--- config.mk ---
export PLATFORM = sky130hd
export DESIGN_NAME = tlv_frame_parser_crc32_core_flat
export DESIGN_NICKNAME = d
export VERILOG_FILES = /design/src/hdl/tfp_pkg.sv /design/src/hdl/tfp_if.sv /design/src/hdl/tlv_frame_parser_crc32_core.sv /design/src/hdl/tfp_in_stage.sv /design/src/hdl/tfp_parser.sv /design/src/flat_wrapper.sv
export SDC_FILE = /design/constraint.sdc
export NUM_CORES = 1
export LEC_CHECK = 0
export BUFFER_PORTS_ARGS = -buffer_cell sky130_fd_sc_hd__buf_2
export CAP_MARGIN = 20
export CORE_ASPECT_RATIO = 1.1
export CORE_MARGIN = 1
export CORE_UTILIZATION = 55
export DETAILED_ROUTE_END_ITERATION = 6
export PLACE_DENSITY = 0.74
export RECOVER_POWER = 25
export SETUP_SLACK_MARGIN = 0.1
export SYNTH_ARGS = -nofsm -noshare
export SYNTH_HDL_FRONTEND = slang
export SYNTH_SLANG_ARGS = --single-unit
--- constraint.sdc ---
create_clock -name clk -period 2.4 [get_ports clk]
set_input_delay 0.12 -clock clk [delete_from_list [all_inputs] [get_ports clk]]
set_output_delay 0.12 -clock clk [all_outputs]
set_load 0.03 [all_outputs]
--- src/hdl/tfp_pkg.sv ---
package tfp_pkg;

    localparam int MAX_TLVS = 16;
    localparam int CNT_W = $clog2(MAX_TLVS + 1);
    localparam logic [CNT_W-1:0] MAX_TLVS_C = CNT_W'(MAX_TLVS);

    localparam logic [31:0] CRC_POLY = 32'hEDB8_8320;
    localparam logic [7:0] CKSUM_TYPE_RESET = 8'hFF;

    localparam logic [2:0] ST_RUNNING  = 3'd0;
    localparam logic [2:0] ST_OK       = 3'd1;
    localparam logic [2:0] ST_TOO_MANY = 3'd2;
    localparam logic [2:0] ST_TRUNC    = 3'd3;
    localparam logic [2:0] ST_MISMATCH = 3'd4;
    localparam logic [2:0] ST_DISCARD  = 3'd5;

    typedef enum logic [1:0] {
        PH_TYPE,
        PH_LEN_HI,
        PH_LEN_LO,
        PH_VALUE
    } phase_t;

    typedef struct packed {
        logic [7:0] data_byte;
        logic       end_of_message;
    } in_item_t;

    // reflected crc-32, one byte
    function automatic logic [31:0] crc_byte(input logic [31:0] crc, input logic [7:0] b);
        logic [31:0] c;
        c = crc ^ {24'h0, b};
        for (int k = 0; k < 8; k++)
        begin
            c = (c >> 1) ^ (c[0] ? CRC_POLY : 32'h0);
        end
        return c;
    endfunction

endpackage

--- src/hdl/tfp_if.sv ---
interface tlv_in_if;
    logic       valid;
    logic       ready;
    logic [7:0] data_byte;
    logic       end_of_message;

    modport source (output valid, output data_byte, output end_of_message, input ready);
    modport sink (input valid, input data_byte, input end_of_message, output ready);
endinterface

interface tlv_out_if;
    logic        valid;
    logic        ready;
    logic [2:0]  status;
    logic [7:0]  tlv_type;
    logic [15:0] value_length;
    logic [3:0]  tlv_index;
    logic [7:0]  value_byte;
    logic        value_valid;
    logic        tlv_done;

    modport source (output valid, output status, output tlv_type, output value_length,
                    output tlv_index, output value_byte, output value_valid,
                    output tlv_done, input ready);
    modport sink (input valid, input status, input tlv_type, input value_length,
                  input tlv_index, input value_byte, input value_valid,
                  input tlv_done, output ready);
endinterface

--- src/hdl/tlv_frame_parser_crc32_core.sv ---
// a byte is registered in the input stage, then parsed and its result held in the output register
// throughput: one byte per cycle while results are taken, set by the single parse/crc stage
// the input register lets a new byte in while a result still waits
// reset (rst_n low, async): parser at start of message, crc all ones,
// checksum type register back to 255, no result pending
module tlv_frame_parser_crc32_core
    import tfp_pkg::*;
(
    input  logic       clk,
    input  logic       rst_n,
    tlv_in_if.sink     msg,
    tlv_out_if.source  res,
    input  logic       cfg_wr_en,
    input  logic [7:0] cfg_wr_data
);

    logic [7:0] cksum_type_reg;
    logic       q_valid;
    in_item_t   q_item;
    logic       take;

    always_ff @(posedge clk or negedge rst_n)
    begin
        if (!rst_n)
        begin
            cksum_type_reg <= CKSUM_TYPE_RESET;
        end
        else if (cfg_wr_en)
        begin
            cksum_type_reg <= cfg_wr_data;
        end
    end

    tfp_in_stage u_in_stage (
        .clk     (clk),
        .rst_n   (rst_n),
        .msg     (msg),
        .take    (take),
        .q_valid (q_valid),
        .q_item  (q_item)
    );

    tfp_parser u_parser (
        .clk        (clk),
        .rst_n      (rst_n),
        .q_valid    (q_valid),
        .q_item     (q_item),
        .cksum_type (cksum_type_reg),
        .take       (take),
        .res        (res)
    );

    a_value_not_in_error: assert property (@(posedge clk) disable iff (!rst_n)
        res.valid && res.value_valid |-> res.status != ST_DISCARD && res.status != ST_TOO_MANY)
        else $error("value byte passed during discard or tlv overflow");

    a_error_fields_clear: assert property (@(posedge clk) disable iff (!rst_n)
        res.valid && (res.status == ST_DISCARD || res.status == ST_TOO_MANY)
        |-> res.tlv_type == 8'h00 && res.value_length == 16'h0000 && res.tlv_index == 4'h0)
        else $error("tlv fields not cleared on discard or overflow");

    a_mismatch_on_done: assert property (@(posedge clk) disable iff (!rst_n)
        res.valid && (res.status == ST_MISMATCH || res.status == ST_OK) |-> res.tlv_done)
        else $error("ok or mismatch reported on a byte that does not end a tlv");

    a_take_needs_item: assert property (@(posedge clk) disable iff (!rst_n)
        take |-> q_valid && (!res.valid || res.ready))
        else $error("parser step without a pending byte or with a blocked result");

endmodule

--- src/hdl/tfp_in_stage.sv ---
module tfp_in_stage
    import tfp_pkg::*;
(
    input  logic     clk,
    input  logic     rst_n,
    tlv_in_if.sink   msg,
    input  logic     take,
    output logic     q_valid,
    output in_item_t q_item
);

    logic     valid_reg;
    in_item_t item_reg;

    assign msg.ready = !valid_reg || take;
    assign q_valid   = valid_reg;
    assign q_item    = item_reg;

    always_ff @(posedge clk or negedge rst_n)
    begin
        if (!rst_n)
        begin
            valid_reg <= 1'b0;
        end
        else if (msg.ready)
        begin
            valid_reg <= msg.valid;
        end
    end

    always_ff @(posedge clk)
    begin
        if (msg.ready && msg.valid)
        begin
            item_reg <= '{data_byte: msg.data_byte, end_of_message: msg.end_of_message};
        end
    end

endmodule

--- src/hdl/tfp_parser.sv ---
module tfp_parser
    import tfp_pkg::*;
(
    input  logic       clk,
    input  logic       rst_n,
    input  logic       q_valid,
    input  in_item_t   q_item,
    input  logic [7:0] cksum_type,
    output logic       take,
    tlv_out_if.source  res
);

    phase_t            phase_reg, phase_next;
    logic [7:0]        type_reg, type_next;
    logic [15:0]       len_reg, len_next;
    logic [15:0]       rem_reg, rem_next;
    logic [CNT_W-1:0]  count_reg, count_next;
    logic [31:0]       crc_reg, crc_next;
    logic [31:0]       snap_reg, snap_next;
    logic [2:0]        chk_idx_reg, chk_idx_next;
    logic              fail_reg, fail_next;
    logic              discard_reg, discard_next;

    logic              out_valid_reg;
    logic [2:0]        status_reg, status_next;
    logic [7:0]        otype_reg, otype_next;
    logic [15:0]       olen_reg, olen_next;
    logic [3:0]        oidx_reg, oidx_next;
    logic [7:0]        vb_reg, vb_next;
    logic              vv_reg, vv_next;
    logic              done_reg, done_next;

    logic [CNT_W+3:0]  count_ext;
    logic [7:0]        b;
    logic              eom;
    logic              clear;
    logic              mismatch;
    logic [7:0]        snap_sel;

    assign take = q_valid && (!out_valid_reg || res.ready);
    assign b    = q_item.data_byte;
    assign eom  = q_item.end_of_message;
    assign count_ext = {4'h0, count_reg};

    always_comb
    begin
        case (chk_idx_reg)
            3'd0: snap_sel = snap_reg[31:24];
            3'd1: snap_sel = snap_reg[23:16];
            3'd2: snap_sel = snap_reg[15:8];
            3'd3: snap_sel = snap_reg[7:0];
            default: snap_sel = 8'h00;
        endcase
    end

    always_comb
    begin
        phase_next   = phase_reg;
        type_next    = type_reg;
        len_next     = len_reg;
        rem_next     = rem_reg;
        count_next   = count_reg;
        crc_next     = crc_reg;
        snap_next    = snap_reg;
        chk_idx_next = chk_idx_reg;
        fail_next    = fail_reg;
        discard_next = discard_reg;
        status_next  = ST_RUNNING;
        otype_next   = 8'h00;
        olen_next    = 16'h0000;
        oidx_next    = 4'h0;
        vb_next      = 8'h00;
        vv_next      = 1'b0;
        done_next    = 1'b0;
        clear        = 1'b0;
        mismatch     = 1'b0;

        if (discard_reg)
        begin
            status_next = ST_DISCARD;
            clear       = eom;
        end
        else if (phase_reg == PH_TYPE)
        begin
            if (count_reg >= MAX_TLVS_C)
            begin
                status_next = ST_TOO_MANY;
                clear       = eom;
                discard_next = !eom;
            end
            else
            begin
                type_next    = b;
                len_next     = 16'h0000;
                rem_next     = 16'h0000;
                chk_idx_next = 3'd0;
                fail_next    = 1'b0;
                snap_next    = ~crc_reg;
                phase_next   = PH_LEN_HI;
                otype_next   = b;
                oidx_next    = count_ext[3:0];
                if (eom)
                begin
                    status_next = ST_TRUNC;
                    clear       = 1'b1;
                end
            end
        end
        else
        begin
            otype_next = type_reg;
            oidx_next  = count_ext[3:0];
            case (phase_reg)
                PH_LEN_HI:
                begin
                    len_next   = {b, 8'h00};
                    phase_next = PH_LEN_LO;
                end
                PH_LEN_LO:
                begin
                    len_next = {len_reg[15:8], b};
                    rem_next = {len_reg[15:8], b};
                    if ({len_reg[15:8], b} == 16'h0000)
                    begin
                        done_next = 1'b1;
                    end
                    else
                    begin
                        phase_next = PH_VALUE;
                    end
                end
                default:
                begin
                    vv_next  = 1'b1;
                    vb_next  = b;
                    crc_next = crc_byte(crc_reg, b);
                    if (chk_idx_reg < 3'd4)
                    begin
                        if (snap_sel != b)
                        begin
                            fail_next = 1'b1;
                        end
                        chk_idx_next = chk_idx_reg + 3'd1;
                    end
                    rem_next = rem_reg - 16'd1;
                    if (rem_reg == 16'd1)
                    begin
                        done_next = 1'b1;
                    end
                end
            endcase
            olen_next = len_next;

            if (done_next)
            begin
                // checksum tlv needs all four bytes present and equal
                mismatch   = (type_reg == cksum_type) && (fail_next || chk_idx_next < 3'd4);
                count_next = count_reg + 1'b1;
                phase_next = PH_TYPE;
                if (mismatch)
                begin
                    status_next  = ST_MISMATCH;
                    clear        = eom;
                    discard_next = !eom;
                end
                else if (eom)
                begin
                    status_next = ST_OK;
                    clear       = 1'b1;
                end
            end
            else if (eom)
            begin
                status_next = ST_TRUNC;
                clear       = 1'b1;
            end
        end

        // end of message: back to the start-of-message state
        if (clear)
        begin
            phase_next   = PH_TYPE;
            type_next    = 8'h00;
            len_next     = 16'h0000;
            rem_next     = 16'h0000;
            count_next   = '0;
            crc_next     = 32'hFFFF_FFFF;
            snap_next    = 32'h0000_0000;
            chk_idx_next = 3'd0;
            fail_next    = 1'b0;
            discard_next = 1'b0;
        end
    end

    always_ff @(posedge clk or negedge rst_n)
    begin
        if (!rst_n)
        begin
            phase_reg     <= PH_TYPE;
            type_reg      <= 8'h00;
            len_reg       <= 16'h0000;
            rem_reg       <= 16'h0000;
            count_reg     <= '0;
            crc_reg       <= 32'hFFFF_FFFF;
            snap_reg      <= 32'h0000_0000;
            chk_idx_reg   <= 3'd0;
            fail_reg      <= 1'b0;
            discard_reg   <= 1'b0;
            out_valid_reg <= 1'b0;
        end
        else
        begin
            if (take)
            begin
                phase_reg   <= phase_next;
                type_reg    <= type_next;
                len_reg     <= len_next;
                rem_reg     <= rem_next;
                count_reg   <= count_next;
                crc_reg     <= crc_next;
                snap_reg    <= snap_next;
                chk_idx_reg <= chk_idx_next;
                fail_reg    <= fail_next;
                discard_reg <= discard_next;
            end
            if (take)
            begin
                out_valid_reg <= 1'b1;
            end
            else if (res.ready)
            begin
                out_valid_reg <= 1'b0;
            end
        end
    end

    always_ff @(posedge clk)
    begin
        if (take)
        begin
            status_reg <= status_next;
            otype_reg  <= otype_next;
            olen_reg   <= olen_next;
            oidx_reg   <= oidx_next;
            vb_reg     <= vb_next;
            vv_reg     <= vv_next;
            done_reg   <= done_next;
        end
    end

    assign res.valid        = out_valid_reg;
    assign res.status       = status_reg;
    assign res.tlv_type     = otype_reg;
    assign res.value_length = olen_reg;
    assign res.tlv_index    = oidx_reg;
    assign res.value_byte   = vb_reg;
    assign res.value_valid  = vv_reg;
    assign res.tlv_done     = done_reg;

endmodule
--- src/flat_wrapper.sv ---
// flat-port wrapper written by rule: the top's interface ports become plain ports
module tlv_frame_parser_crc32_core_flat import tfp_pkg::*;
  (clk, rst_n, cfg_wr_en, cfg_wr_data, msg_valid, msg_data_byte, msg_end_of_message, msg_ready, res_valid, res_status, res_tlv_type, res_value_length, res_tlv_index, res_value_byte, res_value_valid, res_tlv_done, res_ready);
  tlv_in_if msg_i ();
  tlv_out_if res_i ();
  input  logic clk;
  input  logic rst_n;
  input  logic cfg_wr_en;
  input  logic [7:0] cfg_wr_data;
  input wire logic [$bits(msg_i.valid)-1:0] msg_valid;
  input wire logic [$bits(msg_i.data_byte)-1:0] msg_data_byte;
  input wire logic [$bits(msg_i.end_of_message)-1:0] msg_end_of_message;
  output wire logic [$bits(msg_i.ready)-1:0] msg_ready;
  output wire logic [$bits(res_i.valid)-1:0] res_valid;
  output wire logic [$bits(res_i.status)-1:0] res_status;
  output wire logic [$bits(res_i.tlv_type)-1:0] res_tlv_type;
  output wire logic [$bits(res_i.value_length)-1:0] res_value_length;
  output wire logic [$bits(res_i.tlv_index)-1:0] res_tlv_index;
  output wire logic [$bits(res_i.value_byte)-1:0] res_value_byte;
  output wire logic [$bits(res_i.value_valid)-1:0] res_value_valid;
  output wire logic [$bits(res_i.tlv_done)-1:0] res_tlv_done;
  input wire logic [$bits(res_i.ready)-1:0] res_ready;
  assign msg_i.valid = msg_valid;
  assign msg_i.data_byte = msg_data_byte;
  assign msg_i.end_of_message = msg_end_of_message;
  assign msg_ready = msg_i.ready;
  assign res_valid = res_i.valid;
  assign res_status = res_i.status;
  assign res_tlv_type = res_i.tlv_type;
  assign res_value_length = res_i.value_length;
  assign res_tlv_index = res_i.tlv_index;
  assign res_value_byte = res_i.value_byte;
  assign res_value_valid = res_i.value_valid;
  assign res_tlv_done = res_i.tlv_done;
  assign res_i.ready = res_ready;
  tlv_frame_parser_crc32_core u_core (.clk(clk), .rst_n(rst_n), .msg(msg_i), .res(res_i), .cfg_wr_en(cfg_wr_en), .cfg_wr_data(cfg_wr_data));
endmodule
== Word-level counts from Yosys, hierarchy flattened ==
Index checks and enable logic that the tools add are counted.

* Reduce and logical (&&, ||, !) cells: 25
* Equality and inequality tests: 15
* Add/subtract/negate cells: 3
* $lt $le $gt $ge: 3
* Bitwise gates (word level): 10
* Multiplexer cells: 88

{| class="wikitable"
|+ Operators by type and width
! cell !! count
|-
| $mux W32 || 16
|-
| $xor A31 B32 Y32 || 8
|-
| $mux W16 || 7
|-
| $pmux W16 S2 || 2
|-
| $mux W8 || 6
|-
| $mux W3 || 11
|-
| $not A32 Y32 || 1
|-
| $pmux W8 S4 || 1
|-
| $xor A32 B8 Y32 || 1
|-
| $mux W1 || 29
|-
| $mux W5 || 4
|-
| $eq A16 B1 Y1 const B || 1
|-
| $logic_not A16 Y1 || 1
|-
| $mux W2 || 8
|-
| $reduce_and A4 Y1 || 4
|-
| $sub A16 B1 Y16 const B || 1
|-
| $eq A8 B8 Y1 || 1
|-
| $mux W4 || 2
|-
| $ne A8 B8 Y1 || 1
|-
| $eq A3 B2 Y1 const B || 2
|-
| $lt A3 B3 Y1 const B || 2
|-
| $ne A3 B3 Y1 const B || 2
|-
| $reduce_bool A2 Y1 || 3
|-
| $add A5 B1 Y5 const B || 1
|-
| other kinds (20) || 29
|}

* Input bits: 22
* Logic and storage cells: 166
* Register bits: 176
* Output and inout port bits: 43

== Longest topological paths before layout ==
Gate-level depths: netlist of run 1.

* Depth in word-level cells: 21
* Gate-level depth with buffers: 10
* Gate-level depth less buffers: 8

== Modules after synthesis ==
A second synthesis of run 1 with hierarchy kept.

* Cells, all modules: 835
* Area total of the unflattened synthesis: 8802.2 sq um

{| class="wikitable"
|+ By module, submodules not included
! module !! seq. area each (sq um) !! times used !! cells an instance !! area each (sq um)
|-
| tfp_parser || 4199.0 || 1 || 805 || 8136.6
|-
| tlv_frame_parser_crc32_core || 210.2 || 1 || 17 || 341.6
|-
| tfp_in_stage || 295.3 || 1 || 13 || 324.1
|}

== Least setup slack after synthesis of run 1 ==
No wires, ideal clock.

* Path kind: register to register
* Start point: register u_core.u_parser.out_valid_reg (netlist: u_core.u_parser.res.valid)
* End point: register u_core.u_parser.snap_reg[0]
* Stages on the path, launching flop included: 7
* Data required time: 2.265 ns
* Setup time: 0.135 ns
* Slack: -0.509 ns
* Path buffers: 1
* Clock period less this slack: 2.909 ns
* Arrival time: 2.774 ns
* Cells stage by stage: dfrtp_1 > nand2b_1 > nand2_2 > clkinv_1 > o21ai_1 > clkbuf_1 > o31ai_1

* Word-level cells in the longest chain between the ends: 4

{| class="wikitable"
|+ Ends and longest elaborated chain
! element !! line !! RTL
|-
| from (decl) || tfp_parser.sv:24 || <nowiki>logic out_valid_reg;</nowiki>
|-
| from (signal assigned) || tfp_parser.sv:209 || <nowiki>out_valid_reg <= 1'b0;</nowiki>
|-
| from (signal assigned) || tfp_parser.sv:228 || <nowiki>out_valid_reg <= 1'b1;</nowiki>
|-
| from (signal assigned) || tfp_parser.sv:232 || <nowiki>out_valid_reg <= 1'b0;</nowiki>
|-
| $logic_not A1 Y1 || tfp_parser.sv:40 || <nowiki>assign take = q_valid && (!out_valid_reg || res.ready);</nowiki>
|-
| $logic_or A1 B1 Y1 || tfp_parser.sv:40 ||
|-
| $logic_and A1 B1 Y1 || tfp_parser.sv:40 ||
|-
| net u_core.take || tlv_frame_parser_crc32_core.sv:20 || <nowiki>logic take;</nowiki>
|-
| $reduce_and A4 Y1 (no line) || n/a ||
|-
| to (signal assigned) || tfp_parser.sv:221 || <nowiki>snap_reg <= snap_next;</nowiki>
|-
| to (decl) || tfp_parser.sv:19 || <nowiki>logic [31:0] snap_reg, snap_next;</nowiki>
|}

The timed path passes the listed nets, and every way through them passes these cells.
A chain may end at the register's enable or synchronous reset.

== Worst setup path in the final report of run 1 ==
* Start point: register u_core.u_parser.chk_idx_reg[0]
* End point: register u_core.u_parser.discard_reg

* Word-level cells in the longest chain between the ends: 15
* Elaborated cells on any way between the ends: 29
* Those cells by class: add/sub: 1; order compare: 2; eq/ne: 4; mux: 19; reduce/logical: 3

{| class="wikitable"
|+ Ends and longest elaborated chain
! element !! line !! RTL
|-
| from (decl) || tfp_parser.sv:20 || <nowiki>logic [2:0] chk_idx_reg, chk_idx_next;</nowiki>
|-
| from (signal assigned) || tfp_parser.sv:222 || <nowiki>chk_idx_reg <= chk_idx_next;</nowiki>
|-
| $eq A3 B2 Y1, or another cell as far along || tfp_parser.sv:47 || <nowiki>case (chk_idx_reg)</nowiki>
|-
| $pmux W8 S4 || tfp_parser.sv:47 ||
|-
| $ne A8 B8 Y1 || tfp_parser.sv:139 || <nowiki>if (snap_sel != b)</nowiki>
|-
| $mux W1 || tfp_parser.sv:139 ||
|-
| $mux W1 || tfp_parser.sv:137 || <nowiki>if (chk_idx_reg < 3'd4)</nowiki>
|-
| $mux W1 || tfp_parser.sv:113 || <nowiki>case (phase_reg)</nowiki>
|-
| $mux W1 || tfp_parser.sv:83 || <nowiki>else if (phase_reg == PH_TYPE)</nowiki>
|-
| $mux W1 || tfp_parser.sv:78 || <nowiki>if (discard_reg)</nowiki>
|-
| $logic_or A1 B1 Y1 (*) || tfp_parser.sv:157 || <nowiki>mismatch = (type_reg == cksum_type) && (fail_next || chk_idx_next < 3'd4);</nowiki>
|-
| $logic_and A1 B1 Y1 (*) || tfp_parser.sv:157 ||
|-
| $mux W1 || tfp_parser.sv:160 || <nowiki>if (mismatch)</nowiki>
|-
| $mux W1 || tfp_parser.sv:154 || <nowiki>if (done_next)</nowiki>
|-
| $mux W1 || tfp_parser.sv:83 ||
|-
| $mux W1 || tfp_parser.sv:78 ||
|-
| $mux W1 (*) || tfp_parser.sv:180 || <nowiki>if (clear)</nowiki>
|-
| to (signal assigned) || tfp_parser.sv:224 || <nowiki>discard_reg <= discard_next;</nowiki>
|-
| to (decl) || tfp_parser.sv:22 || <nowiki>logic discard_reg, discard_next;</nowiki>
|}

Mark *: on every way between the ends. The rest lies on a longest branch, timed or not. The select of a mux whose other input is x is not followed.

==> flow_summary.yaml, run 1 <==
synthesis:
  async_flop_share_pct: 71.6
  synth_edf_count: 50
  yosys_warnings: 0
  synthFlopType: "dfrtp_1"
  ys_types: 67
  synth_nets: 867
  synth_area_mm2: 0.00886
  synth_cells: 834
  synth-seq-area-share_pct: 53.1
  synth-seq-cells: 176
  syn_avg_cell_area_um2: 10.6
route:
  routed_wl_um: 22200
  via_count: 6839
  drt_iter0_drc: 724
  drt-pass1-iter-count: 5
  viasPerCell: 5.95
  drc: 0
  ant_nets: 0
  avgRoutedWirePerCell_um: 19.3
outcome:
  outcome: "finished, final reports clean"
global_routing:
  grt_pass1_wl_um: 35300
  grt_max_degree: 83
  grt-ovfl-total: 0
  grt_pass1_vias: 6667
  antenna_found_initial: 0
  grt_usage_pct: 28.3
clock_tree:
  clock_sink_count: 176
  path_clk_slew_ns: 0.07
  tritoncts: "yes"
  cts.htree.levels: 4
  clockRootBuffer: "clkbuf_16"
  cts.path.max_buffers: 2
  clk-insertion-delay-late_ns: 0.44
  cts-buffers-inserted: 17
final_layout:
  design_area_mm2: 0.0107
  mostFrequentLayoutCell: "nand2_1"
  drive_gt1_share_pct: 26.1
  diodes: 0
  fin_nets: 970
  final_cell_mix: "nand2_1 (107), dfrtp_1 (84), a21oi_1 (63)"
  finalCoreUtilization_pct: 67.7
  stdcell_count: 1150
  fill_cells: 1149
  synthToLayoutAreaGrowth_pct: 20.3
worst_setup_path:
  crit_type: "flip-flop to flip-flop"
  required_ns: 2.72
  critPathLaunchType: "flip-flop"
  endpoint_kind: "flip-flop"
  cp.arrival_ns: 2.68
  worstPathMaxFanout: 8
sta:
  fin_ws_ns: 0.0446
  rsz0062_at_grt: "true"
  tightest_slew_ns: 1.20
  fmax_ghz: 0.425
  clock_skew_ns: 0.00949
  period_share_pct: 98.1
  finalHoldViolations: 0
  maxSlewViolCount: 0
  min_period_ns: 2.36
  finalSetupViolCount: 0
  slew_headroom_pct: 20.2
  tns_ns: 0
placement:
  place_area_mm2: 0.00961
  routabilityCongestion: 0.875
  hpwl_um: 14500
  dp_slack_ns: -0.0264
  port_buffers: 64
  place_inst: 1095
pwr:
  cellPowerDensity_mw_per_mm2: 1390
  power.leakage_nw: 4.38
  ir_worst_vdd_uv: 875
die:
  start_util_pct: 56.3
  die_h_um: 135
  pin_count: 65
  fp.dieW_um: 123
  die-area_mm2: 0.0166
  rows: 48
  core_area_mm2: 0.0157
run:
  maxCapViolCount: 0
worst_hold_path:
  min_path_type: "input pin to flip-flop"
## path summary, 6_finish.rpt
check	endpoint	slack [ns]	depth (start not counted)	start
min	u_core.u_parser.res.valid	0.03	3	res_ready
min reg2reg	u_core.u_parser.len_reg[0]	0.49	2	u_core.u_parser.len_reg[0]
max	u_core.u_parser.discard_reg	0.04	8	u_core.u_parser.chk_idx_reg[0]
max in group asynchronous	u_core.u_parser.snap_reg[7]	0.56	3	rst_n
min in group asynchronous	u_core.u_parser.len_reg[4]	0.48	2	rst_n
max reg2reg	u_core.u_parser.discard_reg	0.04	8	u_core.u_parser.chk_idx_reg[0]
## per-stage QoR
step                hold WS, ns  power (mW)
floorplan                -0.176        9.76
global placement          0.176        11.4
detailed placement        0.170        11.5
CTS                      0.0216        14.7
global route             0.0631        15.8
finish                   0.0307        14.8
## cells in the mapped netlist (4+ instances only)
master,number,area (µm²)
or3_1,5,31.3
clkinv_1,4,15.0
inv_1,17,63.8
xnor2_2,9,146
xor2_1,34,298
a22o_1,19,166
nand3_1,16,80.1
clkbuf_1,39,146
a21oi_1,63,315
and3_1,8,50.1
nor4_1,5,31.3
nor3_1,16,80.1
dfstp_2,40,1050
o21ai_1,8,40.0
ha_1,11,138
o21ai_0,37,185
o31ai_1,34,255
nand3b_1,8,60.1
mux2_2,8,90.1
nand2_1,108,405
and2_1,7,43.8
xnor2_1,51,447
dfrtp_1,86,2150
a22oi_1,24,180
o22a_1,4,35.0
nor2_1,60,225
edfxtp_1,50,1500
## critical path, cell delays in order (launching register included)
cell	delay [ns]
dfrtp_2	0.48
inv_4	0.07
ha_4	0.21
a22oi_2	0.20
nand2_2	0.11
nor4b_4	0.28
a221oi_2	0.10
or4_4	0.55
o31a_1	0.25
## layout make-up
cell class / count / area, µm² / share of cell area, %
sequential: 176 / 4710 / 44.2
clock inverter: 14 / 201 / 1.89
tap: 200 / 250 / 2.35
multi-input combinational: 584 / 4050 / 38.0
clock buffer: 18 / 429 / 4.03
inverter: 21 / 82.6 / 0.775
timing repair buffer: 137 / 943 / 8.85
## kinds of logic (layout without fill, tap and decap cells)
logic type / after synthesis / in the layout / synth area share (%)
XOR/XNOR: 98 / 98 / 11.3
multiplexers: 10 / 10 / 1.24
flip-flops: 176 / 176 / 53.1
AND/OR/NAND/NOR: 257 / 257 / 13.8
AO/OA/AOI/OAI: 208 / 208 / 15.2
adder cells (fa/ha/maj): 11 / 11 / 1.55
buffers and inverters: 74 / 190 / 3.83
## repair_timing
item,in CTS,in global routing
gates resized for setup,14,35
endpoints found under the hold margin,51,0
endpoints found under the setup margin,5,17
hold buffers,19,0
gates cloned,0,0
pin swaps,0,12
setup buffers,0,4
## power breakdown
group | total [mW] | internal, mW | switching [mW]
Clock | 2.96 | 1.76 | 1.21
Sequential | 4.78 | 4.07 | 0.708
Combinational | 7.10 | 3.08 | 4.01
Total | 14.8 | 8.91 | 5.93
## metal layers
layer | wire length (µm) | track usage [%]
met1 | 9500 | 38.6
met2 | 10600 | 43.6
met3 | 1520 | 6.08
met4 | 643 | 11.8
met5 | 0 | 0
(Power assumes the default switching activity.)
==> run 2: changes to the inputs <==
--- a/config.mk
+++ b/config.mk
@@ -9,10 +9,11 @@
 export CAP_MARGIN = 20
 export CORE_ASPECT_RATIO = 1.1
 export CORE_MARGIN = 1
-export CORE_UTILIZATION = 55
+export CORE_UTILIZATION = 65
 export DETAILED_ROUTE_END_ITERATION = 6
-export PLACE_DENSITY = 0.74
+export PLACE_DENSITY = 0.82
 export RECOVER_POWER = 25
+export REMOVE_ABC_BUFFERS = 1
 export SETUP_SLACK_MARGIN = 0.1
 export SYNTH_ARGS = -nofsm -noshare
 export SYNTH_HDL_FRONTEND = slang
==> constraint.sdc (replaced) <==
create_clock -name clk -period 3 [get_ports clk]
set_input_delay 0.15 -clock clk [delete_from_list [all_inputs] [get_ports clk]]
set_output_delay 0.15 -clock clk [all_outputs]
set_load 0.03 [all_outputs]
==> run 2 against run 1 <==
Setup slack improved by 0.31 ns. Sequential share of layout area rose by 1.9 points. Maximum frequency fell by 11%. Global-route usage rose by 5.4 points. Critical path type unchanged.
==> flow_summary.yaml, run 2 (synthesized netlist as in run 1, its figures left out) <==
outcome:
  outcome: "finished, final reports clean"
pwr:
  p_int_mw: 6.94
  cellPowerDensity_mw_per_mm2: 1130
  ir_worst_vdd_uv: 1090
  p_clk_share_pct: 20.9
  p_sw_share_pct: 40.2
  combPwrFrac_pct: 46.0
  p_sw_mw: 4.66
  power_frac_seq_pct: 33.1
  power.leakage_nw: 4.15
route:
  avgRoutedWirePerCell_um: 20.1
  drc: 0
  viasPerCell: 6.24
  drt-pass1-iter-count: 5
  routed_wl_um: 22300
  ant_nets: 0
  drt_iter0_drc: 601
  via_count: 6924
die:
  pin_count: 65
  fp.dieW_um: 113
  die-area_mm2: 0.0141
  die_h_um: 124
  rows: 44
  core_area_mm2: 0.0133
  start_util_pct: 66.8
worst_setup_path:
  max_stage_delay_ns: 0.59
  required_ns: 3.31
  worstPathMaxFanout: 8
  critical-path-top-delay-family: "simple AND/OR/NAND/NOR gates"
  crit_type: "flip-flop to flip-flop"
  worst_path_max_delay_cell: "or4_1"
  critPathLaunchType: "flip-flop"
  crit_buf_inv: 1
  cp.arrival_ns: 2.96
  crit_path_cell_trace: "inv_1 -> ha_1 -> a22oi_1 -> nand2_1 -> nor4b_1 -> a221oi_1 -> or4_1 -> o31a_1"
  endpoint_kind: "flip-flop"
clock_tree:
  path_clk_slew_ns: 0.07
  clockRootBuffer: "clkbuf_16"
  clock_sink_count: 176
  cts-buffers-inserted: 17
  clk-insertion-delay-late_ns: 0.43
  cts.htree.levels: 4
  cts-resized-gates: 0
  tritoncts: "yes"
  cts.path.max_buffers: 2
sta:
  fin_ws_ns: 0.350
  rsz0062_at_grt: "false"
  maxSlewViolCount: 0
  min_period_ns: 2.65
  slew_headroom_pct: 8.47
  finalHoldViolations: 0
  clock_skew_ns: 0.00804
  finalSetupViolCount: 0
  period_share_pct: 88.3
  fmax_ghz: 0.377
  tightest_slew_ns: 1.37
placement:
  place_inst: 1057
  port_buffers: 64
  hpwl_um: 14700
  dp_slack_ns: 0.417
  routabilityCongestion: 0.943
final_layout:
  stdcell_count: 1109
  diodes: 0
  synthToLayoutAreaGrowth_pct: 15.4
  fill_cells: 851
  fin_nets: 945
  drive_gt1_share_pct: 17.7
  final_cell_mix: "nand2_1 (108), dfrtp_1 (86), a21oi_1 (63)"
  mostFrequentLayoutCell: "nand2_1"
global_routing:
  grt_pass1_wl_um: 35800
  grt-ovfl-total: 0
  grt_usage_pct: 33.7
  grt_max_degree: 76
  antenna_found_initial: 0
  grt_pass1_vias: 6855
worst_hold_path:
  min_path_type: "input pin to flip-flop"
run:
  maxCapViolCount: 0
[run 2: worst paths after layout]
path	startpoint	end	slack, ns	depth (start not counted)
max in group asynchronous	rst_n	u_core.cksum_type_reg[4]	1.37	3
worst max-delay path	u_core.u_parser.chk_idx_reg[0]	u_core.u_parser.discard_reg	0.35	8
worst min register to register	u_core.u_parser.snap_reg[30]	u_core.u_parser.snap_reg[30]	0.49	2
worst min-delay path	res_ready	u_core.u_parser.res.valid	0.05	3
worst max register to register	u_core.u_parser.chk_idx_reg[0]	u_core.u_parser.discard_reg	0.35	8
min in group asynchronous	rst_n	u_core.u_parser.rem_reg[0]	0.58	2
[run 2: power groups by stage]
| stage | combinational, mW | clock (mW) | sequential (mW) |
|---|---|---|---|
| 3_5_place_dp | 5.18 | 0 | 3.85 |
| 3_3_place_gp | 5.01 | 0 | 3.81 |
| 6_report | 5.33 | 2.43 | 3.84 |
| 5_1_grt | 5.81 | 2.54 | 3.89 |
| 2_1_floorplan | 3.78 | 0 | 3.90 |
| 4_1_cts | 5.30 | 2.45 | 3.81 |
[run 2: per-stage QoR]
step | total power, mW | cell area, µm² | utilization (%) | TNS [ns] | hold WS, ns
after floorplan | 7.68 | 8600 | - | -99.29 | -0.146
after global placement | 8.82 | 9410 | 70.9 | 0 | 0.235
after detailed placement | 9.03 | 9410 | 70.9 | 0 | 0.247
after CTS | 11.6 | 10300 | 77.3 | 0 | 0.0452
after global routing | 12.2 | 10200 | 77.0 | 0 | 0.0884
final | 11.6 | 10200 | 77.0 | 0 | 0.0502
[run 2: metal layers]
metal / share of wire, % / up-vias / track usage, % / wire length [µm]
li1: - / 3112 / - / -
met1: 38 / 3339 / 42.1 / 8470
met2: 50 / 383 / 54.5 / 11100
met3: 7.4 / 90 / 6.42 / 1650
met4: 4.8 / 0 / 20.2 / 1080
met5: 0 / - / 0 / 0
[run 2: worst min-delay path: stages]
cell and delay (ns):
buf_2 0.08, nand2b_1 0.15, nand2_1 0.06
[run 2: final cells by class]
cell class | instances | area, µm² | area share (%)
flip-flops and latches | 176 | 4700 | 46.0
repair buffers | 112 | 716 | 7.00
multi-input cells | 584 | 3840 | 37.5
clock buffers | 18 | 439 | 4.30
clock inverters | 14 | 214 | 2.09
inverters | 21 | 78.8 | 0.771
well taps | 184 | 230 | 2.25
[run 2: what timing repair did]
item | CTS | global route
hold endpoints to repair | 61 | 0
buffers inserted | 0 | 0
hold buffers | 19 | 0
==> run 3: changes to the inputs <==
--- a/config.mk
+++ b/config.mk
@@ -17,4 +17,5 @@
 export SETUP_SLACK_MARGIN = 0.1
 export SYNTH_ARGS = -nofsm -noshare
 export SYNTH_HDL_FRONTEND = slang
+export SYNTH_HIERARCHICAL = 1
 export SYNTH_SLANG_ARGS = --single-unit
==> run 3 against run 2 <==
The flow now finishes with violations (capacitance limit, slew limit). Sequential cell count unchanged. Sequential power fell by 3%. Synthesized cell count rose by 0.12%. Highest routed layer unchanged. Total power decreased by 9.0%. Sequential share of layout area is 0.59 points higher. Clock skew is 0.00053 ns lower. Largest power group unchanged. Die area fell by 0.61%. Final cell count down 2.0%. Clock power down 15%. Critical path type unchanged.
==> flow_summary.yaml, run 3 <==
pwr:
  p_clk_share_pct: 19.5
  power_frac_seq_pct: 35.2
  cellPowerDensity_mw_per_mm2: 1050
  p_sw_mw: 4.30
  power.leakage_nw: 4.14
  combPwrFrac_pct: 45.3
  p_sw_share_pct: 40.7
  p_int_mw: 6.25
  ir_worst_vdd_uv: 837
final_layout:
  fin_nets: 945
  finalCoreUtilization_pct: 76.4
  mostFrequentLayoutCell: "nand2_1"
  stdcell_count: 1087
  diodes: 0
  final_cell_mix: "nand2_1 (89), dfrtp_1 (86), nor2_1 (71)"
  synthToLayoutAreaGrowth_pct: 14.6
  drive_gt1_share_pct: 20.1
worst_setup_path:
  required_ns: 3.36
  crit_type: "flip-flop to flip-flop"
  cp.arrival_ns: 2.85
  r2r_cells: 11
  worstPathMaxFanout: 29
  endpoint_kind: "flip-flop"
  ff2ff_setup_slack_ns: 0.50
  r2r_start: "u_core/u_parser/phase_reg[0]"
  worstReg2RegEnd: "u_core/u_parser/crc_reg[16]"
  critPathLaunchType: "flip-flop"
synthesis:
  synth-seq-cells: 176
  synth_cells: 835
  syn_avg_cell_area_um2: 10.5
  synth_commonest_cells: "nand2_1 (89), dfrtp_1 (86), nor2_1 (71)"
  synth_edf_count: 50
  synth_area_leaders: "dfrtp_1 (24%), edfxtp_1 (17%), dfstp_2 (12%), xnor2_1 (5.4%), a21oi_1 (3.9%)"
  yosysTopAreaCellShare_pct: 24.4
  synth_area_leader_cell: "dfrtp_1"
  synth-seq-area-share_pct: 53.4
  yosys.cell_count.top_type: "nand2_1"
  async_flop_share_pct: 71.6
  synth_area_mm2: 0.00880
  yosys_warnings: 6
  ys_types: 64
  synthFlopType: "dfrtp_1"
die:
  pin_count: 65
  start_util_pct: 66.6
  rows: 44
  core_area_mm2: 0.0132
  fp.dieW_um: 113
  die_h_um: 124
  die-area_mm2: 0.0140
sta:
  finalSetupViolCount: 0
  maxSlewViolCount: 127
  tightest_slew_ns: 1.70
  period_share_pct: 83.2
  slew_headroom_pct: -13.1
  fmax_ghz: 0.401
  rsz0062_at_grt: "false"
  finalHoldViolations: 0
  clock_skew_ns: 0.00752
  min_period_ns: 2.50
worst_hold_path:
  hold_start: "res_ready"
  whs_endpoint: "u_core/u_parser/res.valid"
  min_path_type: "input pin to flip-flop"
  hold_depth: 3
placement:
  place_inst: 1035
  routabilityCongestion: 0.911
  hpwl_um: 14100
  port_buffers: 64
outcome:
  violations: "capacitance limit, slew limit"
  outcome: "finished with violations"
route:
  drt_iter0_drc: 663
  via_count: 6856
  drt-pass1-iter-count: 5
  routed_wl_um: 21700
  viasPerCell: 6.31
  ant_nets: 0
  avgRoutedWirePerCell_um: 19.9
  drc: 0
clock_tree:
  path_clk_slew_ns: 0.06
  clock_sink_count: 176
  clk-insertion-delay-late_ns: 0.44
  tritoncts: "yes"
  cts.path.max_buffers: 2
  clockRootBuffer: "clkbuf_16"
  cts.htree.levels: 4
  cts-buffers-inserted: 17
global_routing:
  grt_max_degree: 127
  antenna_found_initial: 0
  grt_pass1_vias: 6787
  grt_usage_pct: 32.8
  grt-ovfl-total: 0
  grt_pass1_wl_um: 34700
run:
  maxCapViolCount: 1
[run 3: changes by cell type in the layout (fill, tap and decap cells not counted), moves of 6 or more]
cell / before / now
a21oi_1: 63 / 69
and2_1: 7 / 14
buf_2: 33 / 62
clkbuf_1: 30 / 5
inv_1: 17 / 9
mux2_2: 8 / 1
mux2_4: 0 / 8
nand2_1: 108 / 89
nand2b_1: 3 / 15
nand3b_1: 8 / 0
nor2_1: 60 / 71
o21ai_1: 7 / 1
[run 3: area by class of cell]
cell class	instances	area (µm²)
inverters	13	48.8
repair buffers	115	764
flip-flops and latches	176	4700
clock inverters	10	90.1
well taps	161	201
multi-input cells	590	3830
clock buffers	22	454
fillers	847	3120
[run 3: logic make-up (layout without fill, tap and decap cells)]
kind of cell	count (synthesis)	in the layout	share of synthesized area (%)
buf+inv	69	160	3.28
flops	176	176	53.4
compound gates	210	210	15.4
mux	14	14	2.06
simple gates	259	259	14.0
fa+ha+maj	10	10	1.42
xor+xnor	97	97	10.3
[run 3: power groups by stage]
| stage | Sequential (mW) | Combinational [mW] | Clock (mW) |
|---|---|---|---|
| finish | 3.72 | 4.78 | 2.06 |
| global route | 3.78 | 5.21 | 2.16 |
| CTS | 3.70 | 4.71 | 2.08 |
| detailed placement | 3.74 | 4.63 | 0 |
| global placement | 3.70 | 4.48 | 0 |
| floorplan | 3.85 | 3.24 | 0 |
[run 3: worst max path at each step]
stage                                 start                           to  slack [ns]  depth (start not counted)
2_1_floorplan   u_core/u_in_stage/q_item[0]  u_core/u_parser/type_reg[0]       -1.33                          2
3_3_place_gp   u_core/u_parser/phase_reg[0]  u_core/u_parser/rem_reg[15]        0.56                          8
3_5_place_dp   u_core/u_parser/phase_reg[1]  u_core/u_parser/rem_reg[15]        0.41                          8
4_1_cts        u_core/u_parser/phase_reg[1]  u_core/u_parser/rem_reg[15]        0.40                          8
5_1_grt        u_core/u_parser/phase_reg[0]  u_core/u_parser/rem_reg[15]        0.35                          9
6_report       u_core/u_parser/phase_reg[0]  u_core/u_parser/crc_reg[16]        0.50                         11
[run 3: what timing repair did]
item | 4_1_cts | 5_1_grt
hold endpoints to repair | 104 | 0
resized for setup | 0 | 0
hold buffers | 19 | 0
buffers inserted | 0 | 0
[run 3: layer usage]
| metal | track usage, % | up-vias | part of all wire (%) |
|---|---|---|---|
| li1 | - | 3102 | - |
| met1 | 41.2 | 3320 | 40 |
| met2 | 53.8 | 364 | 48 |
| met3 | 6.62 | 70 | 8.1 |
| met4 | 18.2 | 0 | 4.0 |
| met5 | 0 | - | 0 |
[run 3: worst max-delay path: stages (launching register included)]
cell     delay (ns)
dfrtp_1        0.38
inv_1          0.08
ha_1           0.33
buf_4          0.23
or2_2          0.33
nor2_1         0.12
buf_4          0.20
nor2_1         0.05
nor2_1         0.09
buf_4          0.32
nor2_1         0.11
a21oi_1        0.16
[run 3: through the flow]
stage               power, mW  hold WS, ns  instance area (µm²)  setup TNS [ns]  setup slack [ns]
floorplan                7.08       -0.146                 8560          -71.32             -1.33
global placement         8.18        0.301                 9360               0             0.563
detailed placement       8.37        0.309                 9360               0             0.412
CTS                      10.5       0.0534                10100               0             0.395
global route             11.1       0.0946                10100               0             0.352
finish                   10.6       0.0563                10100               0             0.504
